==> src/sv/tsdc_pkg.sv <==
// Shared types and constants for the two-sensor direction counter.
`default_nettype none

package tsdc_pkg;

    localparam int unsigned COUNT_WIDTH_DEF = 32;
    localparam int unsigned TOTAL_WIDTH     = 32;
    localparam int unsigned PADDR_WIDTH     = 3;
    localparam int unsigned PDATA_WIDTH     = 32;
    localparam int unsigned S_TDATA_WIDTH   = 8;
    localparam int unsigned M_TDATA_WIDTH   = 104;

    // Register index, taken from paddr[2]
    typedef enum logic
    {
        REG_COUNTER_MODE     = 1'b0,
        REG_MANUAL_DIRECTION = 1'b1
    } reg_index_t;

    typedef enum logic [1:0]
    {
        EV_NONE = 2'd0,
        EV_FWD  = 2'd1,
        EV_REV  = 2'd2,
        EV_RSVD = 2'd3
    } count_event_t;

    typedef enum logic [1:0]
    {
        AU_IDLE       = 2'd0,
        AU_FIRST_LED  = 2'd1,
        AU_SECOND_LED = 2'd2,
        AU_COUNTED    = 2'd3
    } auto_phase_t;

    typedef enum logic [1:0]
    {
        MA_IDLE        = 2'd0,
        MA_WAIT_FIRST  = 2'd1,
        MA_WAIT_SECOND = 2'd2,
        MA_WRONG       = 2'd3
    } manual_phase_t;

    typedef struct packed
    {
        logic counter_mode;
        logic manual_direction;
        logic clear_phases;
    } cfg_t;

endpackage : tsdc_pkg

`default_nettype wire

==> src/sv/tsdc_cfg.sv <==
// Configuration registers behind the APB port.
`default_nettype none

module tsdc_cfg
(
    input  wire logic                              clk,
    input  wire logic                              rst_n,
    input  wire logic                              psel,
    input  wire logic                              penable,
    input  wire logic                              pwrite,
    input  wire logic [tsdc_pkg::PADDR_WIDTH-1:0]  paddr,
    input  wire logic [tsdc_pkg::PDATA_WIDTH-1:0]  pwdata,
    output logic      [tsdc_pkg::PDATA_WIDTH-1:0]  prdata,
    output logic                                   pready,
    output tsdc_pkg::cfg_t                         cfg
);
    import tsdc_pkg::*;

    logic       counter_mode_reg;
    logic       manual_direction_reg;
    logic       wr_en;
    reg_index_t wr_index;

    assign pready   = 1'b1;
    assign wr_en    = psel & penable & pwrite & pready;
    assign wr_index = reg_index_t'(paddr[2]);

    always_ff @(posedge clk or negedge rst_n)
    begin
        if (!rst_n)
        begin
            counter_mode_reg     <= 1'b0;
            manual_direction_reg <= 1'b0;
        end
        else if (wr_en)
        begin
            unique case (wr_index)
                REG_COUNTER_MODE:     counter_mode_reg     <= pwdata[0];
                REG_MANUAL_DIRECTION: manual_direction_reg <= pwdata[0];
                default:              ;
            endcase
        end
    end

    always_comb
    begin
        prdata = '0;
        unique case (wr_index)
            REG_COUNTER_MODE:     prdata[0] = counter_mode_reg;
            REG_MANUAL_DIRECTION: prdata[0] = manual_direction_reg;
            default:              prdata    = '0;
        endcase
    end

    // A mode write sends both trackers back to idle
    assign cfg.counter_mode     = counter_mode_reg;
    assign cfg.manual_direction = manual_direction_reg;
    assign cfg.clear_phases     = wr_en && (wr_index == REG_COUNTER_MODE);

endmodule : tsdc_cfg

`default_nettype wire

==> src/sv/tsdc_track.sv <==
// Automatic and manual order trackers that turn sensor edges into passages.
`default_nettype none

module tsdc_track
(
    input  wire logic                    clk,
    input  wire logic                    rst_n,
    input  wire tsdc_pkg::cfg_t          cfg,
    input  wire logic                    step,
    input  wire logic                    edge_sensor,
    input  wire logic                    other_level,
    output tsdc_pkg::count_event_t       count_event
);
    import tsdc_pkg::*;

    auto_phase_t   auto_phase_reg;
    auto_phase_t   auto_phase_next;
    manual_phase_t manual_phase_reg;
    manual_phase_t manual_phase_next;

    always_ff @(posedge clk or negedge rst_n)
    begin
        if (!rst_n)
        begin
            auto_phase_reg   <= AU_IDLE;
            manual_phase_reg <= MA_IDLE;
        end
        else if (cfg.clear_phases)
        begin
            auto_phase_reg   <= AU_IDLE;
            manual_phase_reg <= MA_IDLE;
        end
        else if (step)
        begin
            auto_phase_reg   <= auto_phase_next;
            manual_phase_reg <= manual_phase_next;
        end
    end

    always_comb
    begin
        auto_phase_t   mine;
        auto_phase_t   theirs;
        logic          opener;
        manual_phase_t wait_phase;
        count_event_t  dir_event;

        auto_phase_next   = auto_phase_reg;
        manual_phase_next = manual_phase_reg;
        count_event       = EV_NONE;

        mine       = edge_sensor ? AU_SECOND_LED : AU_FIRST_LED;
        theirs     = edge_sensor ? AU_FIRST_LED : AU_SECOND_LED;
        // forward: second sensor opens and first completes; reverse mirrors it
        opener     = ~cfg.manual_direction;
        wait_phase = cfg.manual_direction ? MA_WAIT_SECOND : MA_WAIT_FIRST;
        dir_event  = cfg.manual_direction ? EV_REV : EV_FWD;

        if (!cfg.counter_mode)
        begin
            priority if (auto_phase_reg == mine)
            begin
                auto_phase_next = AU_IDLE;
            end
            else if (auto_phase_reg == AU_IDLE)
            begin
                if (other_level)
                    auto_phase_next = mine;
            end
            else if (auto_phase_reg == theirs && !other_level)
            begin
                auto_phase_next = AU_IDLE;
                count_event     = edge_sensor ? EV_FWD : EV_REV;
            end
            else
            begin
                // other sensor still high: phase holds
            end
        end
        else
        begin
            priority if (manual_phase_reg == MA_IDLE)
            begin
                manual_phase_next = (edge_sensor == opener) ? wait_phase : MA_WRONG;
            end
            else if (manual_phase_reg == wait_phase)
            begin
                if (edge_sensor != opener)
                begin
                    manual_phase_next = MA_IDLE;
                    auto_phase_next   = AU_IDLE;
                    count_event       = dir_event;
                end
            end
            else
            begin
                // wrong edge, or a phase left over from the other direction
                manual_phase_next = MA_IDLE;
            end
        end
    end

endmodule : tsdc_track

`default_nettype wire

==> src/sv/tsdc_count.sv <==
// Forward, reverse and common passage totals.
`default_nettype none

module tsdc_count
#(
    parameter int unsigned COUNT_WIDTH = tsdc_pkg::COUNT_WIDTH_DEF
)
(
    input  wire logic                               clk,
    input  wire logic                               rst_n,
    input  wire logic                               step,
    input  wire tsdc_pkg::count_event_t             count_event,
    output logic [tsdc_pkg::TOTAL_WIDTH-1:0]        forward_total,
    output logic [tsdc_pkg::TOTAL_WIDTH-1:0]        reverse_total,
    output logic [tsdc_pkg::TOTAL_WIDTH-1:0]        grand_total
);
    import tsdc_pkg::*;

    logic [COUNT_WIDTH-1:0] forward_count_reg;
    logic [COUNT_WIDTH-1:0] reverse_count_reg;
    logic [COUNT_WIDTH-1:0] common_count_reg;

    always_ff @(posedge clk or negedge rst_n)
    begin
        if (!rst_n)
        begin
            forward_count_reg <= '0;
            reverse_count_reg <= '0;
            common_count_reg  <= '0;
        end
        else if (step)
        begin
            unique case (count_event)
                EV_FWD:
                begin
                    forward_count_reg <= forward_count_reg + COUNT_WIDTH'(1);
                    common_count_reg  <= common_count_reg + COUNT_WIDTH'(1);
                end
                EV_REV:
                begin
                    reverse_count_reg <= reverse_count_reg + COUNT_WIDTH'(1);
                    common_count_reg  <= common_count_reg + COUNT_WIDTH'(1);
                end
                default: ;
            endcase
        end
    end

    assign forward_total = TOTAL_WIDTH'(forward_count_reg);
    assign reverse_total = TOTAL_WIDTH'(reverse_count_reg);
    assign grand_total   = TOTAL_WIDTH'(common_count_reg);

endmodule : tsdc_count

`default_nettype wire

==> src/sv/two_sensor_direction_counter.sv <==
// Two-sensor direction counter: top level with input and result registers.
`default_nettype none

// Takes one sensor falling-edge request per cycle on s_axis and returns one
// result per request on m_axis. A request is held in an input register, then
// the trackers and totals update in the same cycle as the result register is
// loaded, so throughput is one request per clock; the only stall source is
// m_axis_tready. Totals are COUNT_WIDTH bits and wrap; the result shows their
// low 32 bits (zero-extended if narrower). Writing counter_mode (address 0)
// returns both trackers to idle; manual_direction lives at address 4.
// Configure only while idle.
module two_sensor_direction_counter
#(
    parameter int unsigned COUNT_WIDTH = tsdc_pkg::COUNT_WIDTH_DEF
)
(
    input  wire logic                                clk,
    input  wire logic                                rst_n,
    input  wire logic                                s_axis_tvalid,
    output logic                                     s_axis_tready,
    // [0] edge_sensor, [1] other_level, [7:2] zero
    input  wire logic [tsdc_pkg::S_TDATA_WIDTH-1:0]  s_axis_tdata,
    output logic                                     m_axis_tvalid,
    input  wire logic                                m_axis_tready,
    // [1:0] count_event, [33:2] forward_total, [65:34] reverse_total,
    // [97:66] grand_total, [103:98] zero
    output logic      [tsdc_pkg::M_TDATA_WIDTH-1:0]  m_axis_tdata,
    input  wire logic                                psel,
    input  wire logic                                penable,
    input  wire logic                                pwrite,
    input  wire logic [tsdc_pkg::PADDR_WIDTH-1:0]    paddr,
    input  wire logic [tsdc_pkg::PDATA_WIDTH-1:0]    pwdata,
    output logic      [tsdc_pkg::PDATA_WIDTH-1:0]    prdata,
    output logic                                     pready
);
    import tsdc_pkg::*;

    cfg_t                   cfg;
    logic                   in_valid_reg;
    logic                   in_sensor_reg;
    logic                   in_other_reg;
    logic                   out_valid_reg;
    count_event_t           out_event_reg;
    count_event_t           step_event;
    logic                   step;
    logic [TOTAL_WIDTH-1:0] forward_total;
    logic [TOTAL_WIDTH-1:0] reverse_total;
    logic [TOTAL_WIDTH-1:0] grand_total;

    assign step          = in_valid_reg && (!out_valid_reg || m_axis_tready);
    assign s_axis_tready = !in_valid_reg || step;

    always_ff @(posedge clk or negedge rst_n)
    begin
        if (!rst_n)
        begin
            in_valid_reg  <= 1'b0;
            out_valid_reg <= 1'b0;
        end
        else
        begin
            if (s_axis_tready)
                in_valid_reg <= s_axis_tvalid;
            if (step)
                out_valid_reg <= 1'b1;
            else if (m_axis_tready)
                out_valid_reg <= 1'b0;
        end
    end

    always_ff @(posedge clk)
    begin
        if (s_axis_tvalid && s_axis_tready)
        begin
            in_sensor_reg <= s_axis_tdata[0];
            in_other_reg  <= s_axis_tdata[1];
        end
        if (step)
            out_event_reg <= step_event;
    end

    tsdc_cfg u_cfg
    (
        .clk     (clk),
        .rst_n   (rst_n),
        .psel    (psel),
        .penable (penable),
        .pwrite  (pwrite),
        .paddr   (paddr),
        .pwdata  (pwdata),
        .prdata  (prdata),
        .pready  (pready),
        .cfg     (cfg)
    );

    tsdc_track u_track
    (
        .clk         (clk),
        .rst_n       (rst_n),
        .cfg         (cfg),
        .step        (step),
        .edge_sensor (in_sensor_reg),
        .other_level (in_other_reg),
        .count_event (step_event)
    );

    // Totals are held in the counters themselves and only move on a step,
    // which is also when the result register loads.
    tsdc_count #(
        .COUNT_WIDTH (COUNT_WIDTH)
    ) u_count
    (
        .clk           (clk),
        .rst_n         (rst_n),
        .step          (step),
        .count_event   (step_event),
        .forward_total (forward_total),
        .reverse_total (reverse_total),
        .grand_total   (grand_total)
    );

    assign m_axis_tvalid = out_valid_reg;
    assign m_axis_tdata  = M_TDATA_WIDTH'({grand_total, reverse_total, forward_total,
                                           out_event_reg});

endmodule : two_sensor_direction_counter

`default_nettype wire

==> config.mk <==
export PLATFORM = sky130hd
export DESIGN_NAME = two_sensor_direction_counter
export DESIGN_NICKNAME = d
export VERILOG_FILES = /design/src/sv/tsdc_pkg.sv /design/src/sv/tsdc_cfg.sv /design/src/sv/tsdc_track.sv /design/src/sv/tsdc_count.sv /design/src/sv/two_sensor_direction_counter.sv
export SDC_FILE = /design/constraint.sdc
export NUM_CORES = 1
export LEC_CHECK = 0
export ABC_AREA = 1
export BUFFER_PORTS_ARGS = -buffer_cell sky130_fd_sc_hd__buf_2
export CELL_PAD_IN_SITES_DETAIL_PLACEMENT = 1
export CELL_PAD_IN_SITES_GLOBAL_PLACEMENT = 1
export CORE_ASPECT_RATIO = 1.1
export CORE_MARGIN = 2
export CORE_UTILIZATION = 38
export DETAILED_ROUTE_END_ITERATION = 10
export GPL_TIMING_DRIVEN = 0
export PLACE_DENSITY = 0.88
export SYNTH_ARGS = -nofsm -noshare
export SYNTH_HDL_FRONTEND = slang
export SYNTH_SLANG_ARGS = --single-unit
==> constraint.sdc <==
create_clock -name clk -period 3.2 [get_ports clk]
set_input_delay 0.16 -clock clk [delete_from_list [all_inputs] [get_ports clk]]
set_output_delay 0.16 -clock clk [all_outputs]
set_load 0.005 [all_outputs]
==> results of run 1 <==
-- how the worst max path moves through the flow --
stage / endpoint / slack, ps / cells past startpoint / startpoint
final: u_count.grand_total[10] / 460 / 12 / u_cfg.manual_direction_reg
after global routing: u_count.grand_total[10] / 180 / 12 / u_cfg.manual_direction_reg
after CTS: u_count.grand_total[10] / 410 / 12 / u_cfg.manual_direction_reg
after detailed placement: u_count.grand_total[10] / 430 / 12 / u_cfg.manual_direction_reg
after global placement: u_count.grand_total[10] / 550 / 12 / u_cfg.manual_direction_reg
after floorplan: u_count.grand_total[17] / 910 / 14 / u_cfg.manual_direction_reg
-- cell usage in the layout, fill, tap and decap left out, types with 3 or more instances in the layout --
cell type,netlist,layout
buf_4,40,41
xor2_1,31,31
nand3_1,29,29
nor2_1,148,148
nand4_1,7,7
edfxtp_1,4,4
xnor2_1,19,19
buf_2,3,113
nor2_2,11,11
nor2_4,5,5
clkbuf_16,0,10
clkbuf_1,3,3
o21ai_0,6,6
inv_1,52,52
conb_1,2,38
nand2_1,425,425
dlygate4sd3_1,0,3
ha_1,9,9
nor2_8,3,3
nand2_4,3,3
nor3_1,5,5
nand3b_1,41,41
dfrtp_1,104,104
nand2_2,6,6
-- metrics by stage --
step	utilization, %	total power, uW	area [um2]	setup slack [ps]	hold WS [ps]
6_report	46.7	3350	8280	455	52.2
5_1_grt	46.7	3530	8280	183	59.8
3_3_place_gp	44.5	2080	7890	551	340
2_1_floorplan	-	1900	7030	911	-136
4_1_cts	46.7	3400	8280	414	40.7
3_5_place_dp	44.6	2110	7920	432	238
-- cell families after synthesis --
| kind of cell | after synthesis |
|---|---|
| buffers and inverters | 101 |
| other | 2 |
| AND/OR/NAND/NOR | 692 |
| XOR/XNOR | 50 |
| adder cells (fa/ha/maj) | 9 |
| AO/OA/AOI/OAI | 10 |
| flip-flops | 108 |
-- power breakdown --
group / switching (uW) / internal, uW
registers: 112 / 1460
logic: 310 / 198
clock network: 523 / 750
-- final cells by class --
cell class	instances	area [um2]
timing repair buffer	115	616
inverter	55	206
sequential	108	2720
tap	238	298
buffer	46	327
clock buffer	11	264
multi-input combinational	799	3780
clock inverter	4	70.1
fill	2362	9460
-- routing by layer --
layer / track usage [%] / vias to the layer above
met1: 25.7 / 3199
met4: 6.18 / 0
li1: - / 3260
met3: 2.94 / 19
met2: 36.7 / 130
met5: 0 / -
==> impl_metrics.tcl, run 1 <==
set metrics [dict create \
    pin_count_of_the_biggest_net_entering_global_routing 60 \
    cp.buffers_inverters 4 \
    power_density_nw_per_um2 405 \
    hp-class "in -> reg" \
    synth.distinct_cells 33 \
    layout_min_cycle_time_ps 2740 \
    floorplan.core_area_um2 17700 \
    synthFlopType "dfrtp_1" \
    synth_cell_area_um2 6900 \
    start_util_pct 38.9 \
    layout_worst_path_cycle_share_pct 85.8 \
    setup_tns_ps 0 \
    antenna_found_initial 0 \
    crit-reg2reg-capture "u_count.grand_total[10]" \
    synth_mux_area_share_pct 0 \
    fp.dieW_um 132 \
    max-vdd-ir-drop_mv 0.244 \
    grt_pass1_vias 6676 \
    final_cell_count_no_fill 1376 \
    r2r.worst_path.cells 12 \
    syn_inst 972 \
    row_count 51 \
    number_of_vias_per_cell 4.80 \
    drtAntennaViolNets 0 \
    outcome "finished, final reports clean" \
    drt_iter0_drc 196 \
    h_tree_depth 3 \
    hold_end "u_cfg.counter_mode_reg" \
    met3WireLength_um 695 \
    static-leakage-power_uw 0.00431 \
    drcViolationCount 0 \
    main_combinational_cell_family_by_area_after_synthesis "simple AND/OR/NAND/NOR gates" \
    final_hold_viol_count 0 \
    share_of_cells_above_drive_strength_1_pct 18.2 \
    asyncSetResetFlopFracSynth_pct 96.3 \
    synth.yosys.seq_area_share_pct 39.5 \
    die-height_um 145 \
    post_synth_and_or_nand_nor_area_fraction_pct 43.9 \
    netlist_top_cells_area "dfrtp_1 (38%), nand2_1 (23%), nor2_1 (8.1%)" \
    fmax_ghz 0.364 \
    num-nets-final 1193 \
    crit_chain "inv_1 -> o21ai_0 -> nand2_1 -> o31ai_1 -> inv_1 -> ha_1 -> inv_1 -> nand3_4 -> nor3_2 -> nand2_1 -> xor2_1 -> inv_1" \
    clock-sinks 108 \
    average_wire_per_standard_cell_um 14.3 \
    overflow 0 \
    worstMarginPinSlew_ps 674 \
    setup_viol 0 \
    slew_headroom_pct 55.1 \
    cts-hold-fix-buffers 3 \
    family_of_cells_with_the_greatest_summed_delay_on_the_critical_path "compound AO/OA/AOI/OAI gates" \
    cts_tree "built" \
    post_cts.repair.setup_buffers 0 \
    routed.top_layer "met4" \
    place.detailed.hpwl_mm 15.4 \
    timing.critical_path.from_type "flop" \
    worstPathMaxFanout 5 \
    rsz0062_at_grt "false" \
    synth_xor_area_share_pct 6.35 \
    detail_route.wirelength_mm 19.6 \
    regToRegSetupSlack_ps 460 \
    area.growth.synth_to_final_pct 20.0 \
    ys_seq_elements 108 \
    dpl.cell_count 1358 \
    netlist_top_cells_count "nand2_1 (425), nor2_1 (148), dfrtp_1 (104), inv_1 (52), nand3b_1 (41)" \
    worst-endpoint-required_ps 3440 \
    vias 6608 \
    clockRootBuffer "clkbuf_16" \
    clock_insertion_delay_worst_skew_ps 350 \
    end_kind "flop" \
    crit_path_top_delay_cell "dfrtp_1" \
    cts_buffer_depth 2 \
    synth-compound-area-share_pct 0.798 \
    routabilityCongestion 0.814 \
    drv.max_cap_violation_count 0 \
    synth-warning-count 0 \
    slowest_delay_ps 420 \
    dr.pass1.iters 4 \
    fin_skew_ps 8.12 \
    hold_depth 2 \
    m1WireLength_mm 8.68 \
    worst_setup_hold_path_clk_slew_ps 70 \
    critical_path_arrival_ps 2980 \
    yosys.area.top_type "dfrtp_1" \
    die_outline_area_um2 19200 \
    wl_met2_mm 9.97 \
    synth_largest_type_area_fraction_pct 37.7 \
    avgSynthCellArea_um2 7.10 \
    grt_first_pass_wirelength_mm 32.5 \
    cts_inserted_buffers 9 \
    synth-adder-area-share_pct 1.63 \
    edff_count_synth 4 \
    ctsResizeCount 0 \
    global_route.usage.total_pct 20.6 \
    critical-path-top-cell-by-count "inv_1" \
    yosysMostFrequentCell "nand2_1" \
    antenna_cells_inserted 0 \
    worst_hold_launch "pwdata[0]" \
    critical_path_class "reg -> reg" \
    pin_count 189 \
    timing.rr.start "u_cfg.manual_direction_reg" \
    final_max_slew_viol_count 0 \
    portBuffers 111 \
]
No activity file was read; power rests on OpenSTA's default activity.
==> run 2, diff against run 1 <==
Settings changed: CORE_UTILIZATION 38 to 37, GPL_ROUTABILITY_DRIVEN set to 0, PLACE_DENSITY 0.88 to 0.86, SYNTH_HIERARCHICAL set to 1.
==> run 2 against run 1 <==
Net effect: clock power down 9%; non-clock buffer count decreased by 6; sequential cell count stayed put; wire length fell by 15%; final cell count fell by 14%; total power decreased by 3.9%; first-iteration DRC count increased by 20%; via count down 14%; critical path depth is the same; clock skew is 2.6 ps higher; register-to-register slack got worse by 80 ps; synthesized area decreased by 9.4%; critical endpoint is now u_count/grand_total[23]; largest cell class unchanged; largest power group unchanged; highest routed layer unchanged.
==> impl_metrics.tcl, run 2 <==
set metrics [dict create \
    yosysMostFrequentCell "nand2_1" \
    timing.critical_path.from_type "flop" \
    rsz0062_at_grt "false" \
    dpl_cell_area_um2 7220 \
    main_combinational_cell_family_by_area_after_synthesis "simple AND/OR/NAND/NOR gates" \
    row_count 49 \
    worst_setup_hold_path_clk_slew_ps 80 \
    synthFlopType "dfrtp_1" \
    clockRootBuffer "clkbuf_16" \
    clock-sinks 108 \
    edff_count_synth 4 \
    pin_count_of_the_biggest_net_entering_global_routing 57 \
    grt_pass1_vias 5974 \
    antenna_found_initial 0 \
    netlist_top_cells_area "dfrtp_1 (42%), nand2_1 (14%), inv_1 (6.4%)" \
    crit_chain "buf_4 -> o41ai_1 -> inv_1 -> ha_1 -> inv_1 -> nand2_2 -> nor2_1 -> nand2_1 -> nor2_2 -> nand2_1 -> o21ai_0 -> nand2_1" \
    static-leakage-power_uw 0.00411 \
    synth_xor_area_share_pct 8.83 \
    area.growth.synth_to_final_pct 21.0 \
    nFillCells 2103 \
    regArea_um2 2720 \
    fp.dieW_um 128 \
    multi_input_comb_area_um2 2940 \
    power_density_nw_per_um2 426 \
    synth-compound-area-share_pct 1.16 \
    vias 5684 \
    share_of_cells_above_drive_strength_1_pct 20.4 \
    family_of_cells_with_the_greatest_summed_delay_on_the_critical_path "simple AND/OR/NAND/NOR gates" \
    num-nets-final 1032 \
    yosys.area.top_type "dfrtp_1" \
    final_hold_viol_count 0 \
    netlist_top_cells_count "nand2_1 (229), inv_1 (106), dfrtp_1 (104), nor2_1 (98), nand3_1 (56)" \
    holdWs_ps 18.0 \
    synth-adder-area-share_pct 1.80 \
    synth_mux_area_share_pct 0 \
    fin_skew_ps 10.7 \
    drtAntennaViolNets 0 \
    outcome "finished, final reports clean" \
    max-vdd-ir-drop_mv 0.260 \
    cts_inserted_buffers 9 \
    synth_cell_area_um2 6250 \
    pin_count 189 \
    number_of_vias_per_cell 4.81 \
    syn_inst 812 \
    critical-path-top-cell-by-count "nand2_1" \
    hp-class "in -> reg" \
    crit_path_top_delay_cell "o41ai_1" \
    detail_route.wirelength_mm 16.7 \
    critical_path_arrival_ps 3050 \
    final_common_cell "nand2_1" \
    final_max_slew_viol_count 0 \
    average_wire_per_standard_cell_um 14.1 \
    layout_common_cells "nand2_1 (229), buf_2 (110), inv_1 (106)" \
    layout_min_cycle_time_ps 2820 \
    post_synth_and_or_nand_nor_area_fraction_pct 32.9 \
    drv.max_cap_violation_count 0 \
    layout_worst_path_cycle_share_pct 88.1 \
    dp_slack_ps 271 \
    portBuffers 111 \
    drt_iter0_drc 236 \
    synth-warning-count 6 \
    h_tree_depth 3 \
    synth.distinct_cells 29 \
    post-route-worst-setup-slack_ps 379 \
    antenna_cells_inserted 0 \
    worstPathMaxFanout 6 \
    cp.buffers_inverters 3 \
    die-height_um 140 \
    die_outline_area_um2 17900 \
    slew_headroom_pct 52.8 \
    slowest_delay_ps 560 \
    synth_largest_type_area_fraction_pct 41.7 \
    place.detailed.hpwl_mm 13.0 \
    dr.pass1.iters 4 \
    drcViolationCount 0 \
    global_route.usage.total_pct 19.6 \
    ys_seq_elements 108 \
    worstMarginPinSlew_ps 703 \
    avgSynthCellArea_um2 7.69 \
    synth.yosys.seq_area_share_pct 43.6 \
    grt_first_pass_wirelength_mm 28.7 \
    dpl.cell_count 1163 \
    critical_path_class "reg -> reg" \
    overflow 0 \
    start_util_pct 38.0 \
    end_kind "flop" \
    stdcell_area_um2 7560 \
    asyncSetResetFlopFracSynth_pct 96.3 \
    floorplan.core_area_um2 16400 \
    setup_tns_ps 0 \
    worst-endpoint-required_ps 3430 \
    cts_buffer_depth 2 \
    cts_tree "built" \
    setup_viol 0 \
    clock_insertion_delay_worst_skew_ps 350 \
    fmax_ghz 0.355 \
    final_cell_count_no_fill 1182 \
]
## run 2: final timing paths
path / startpoint / endpoint / slack, ps / cells past startpoint
hold / removal: s_axis_tvalid / in_valid_reg / 20 / 3
setup reg to reg: u_cfg/counter_mode_reg / u_count/grand_total[23] / 380 / 12
hold reg to reg: in_valid_reg / m_axis_tvalid / 500 / 2
min in group asynchronous: rst_n / u_count/reverse_total[5] / 370 / 2
setup / recovery: u_cfg/counter_mode_reg / u_count/grand_total[23] / 380 / 12
max in group asynchronous: rst_n / u_count/forward_total[25] / 2080 / 3
## run 2: kinds of logic (layout without fill, tap and decap cells)
logic type / count (synthesis) / count (layout)
compound gates: 11 / 11
xor+xnor: 63 / 63
fa+ha+maj: 9 / 9
buf+inv: 152 / 283
flops: 108 / 108
other cells: 3 / 38
simple gates: 466 / 466
## run 2: tightest hold or removal path, cell delays in order
cell and delay [ps]:
buf_2 90, inv_1 40, nand2_1 50
## run 2: through the flow
stage	util, %	total power [uW]
finish	46.0	3220
CTS	46.0	3260
detailed placement	43.9	2080
global placement	43.8	2050
floorplan	-	1890
global route	46.0	3400
## run 2: final cells by class
cell class,count,share of cell area (%)
buffer,40,3.97
clock buffer,11,3.21
clock inverter,5,0.794
inverter,112,5.56
multi-input combinational,587,38.9
sequential,108,36.0
tap,204,3.38
timing repair buffer,115,8.14
## run 2: metal layers
layer | track usage (%) | wire (um)
met5 | 0 | 0
met4 | 5.61 | 225
met3 | 2.83 | 599
met2 | 34.8 | 8390
met1 | 24.7 | 7510
## run 2: power by group
group          switching [uW]  internal [uW]  leakage (uW)
clock network             528            634      0.000147
registers                 107           1460       0.00142
logic                     286            204       0.00255
total                     921           2300       0.00411
## run 2: timing repair
item                       in CTS  in global routing
hold buffers                    3                  0
setup endpoints to repair       0                  1
setup buffers                   0                  0
gates resized for setup         0                  1
hold endpoints to repair       50                  0
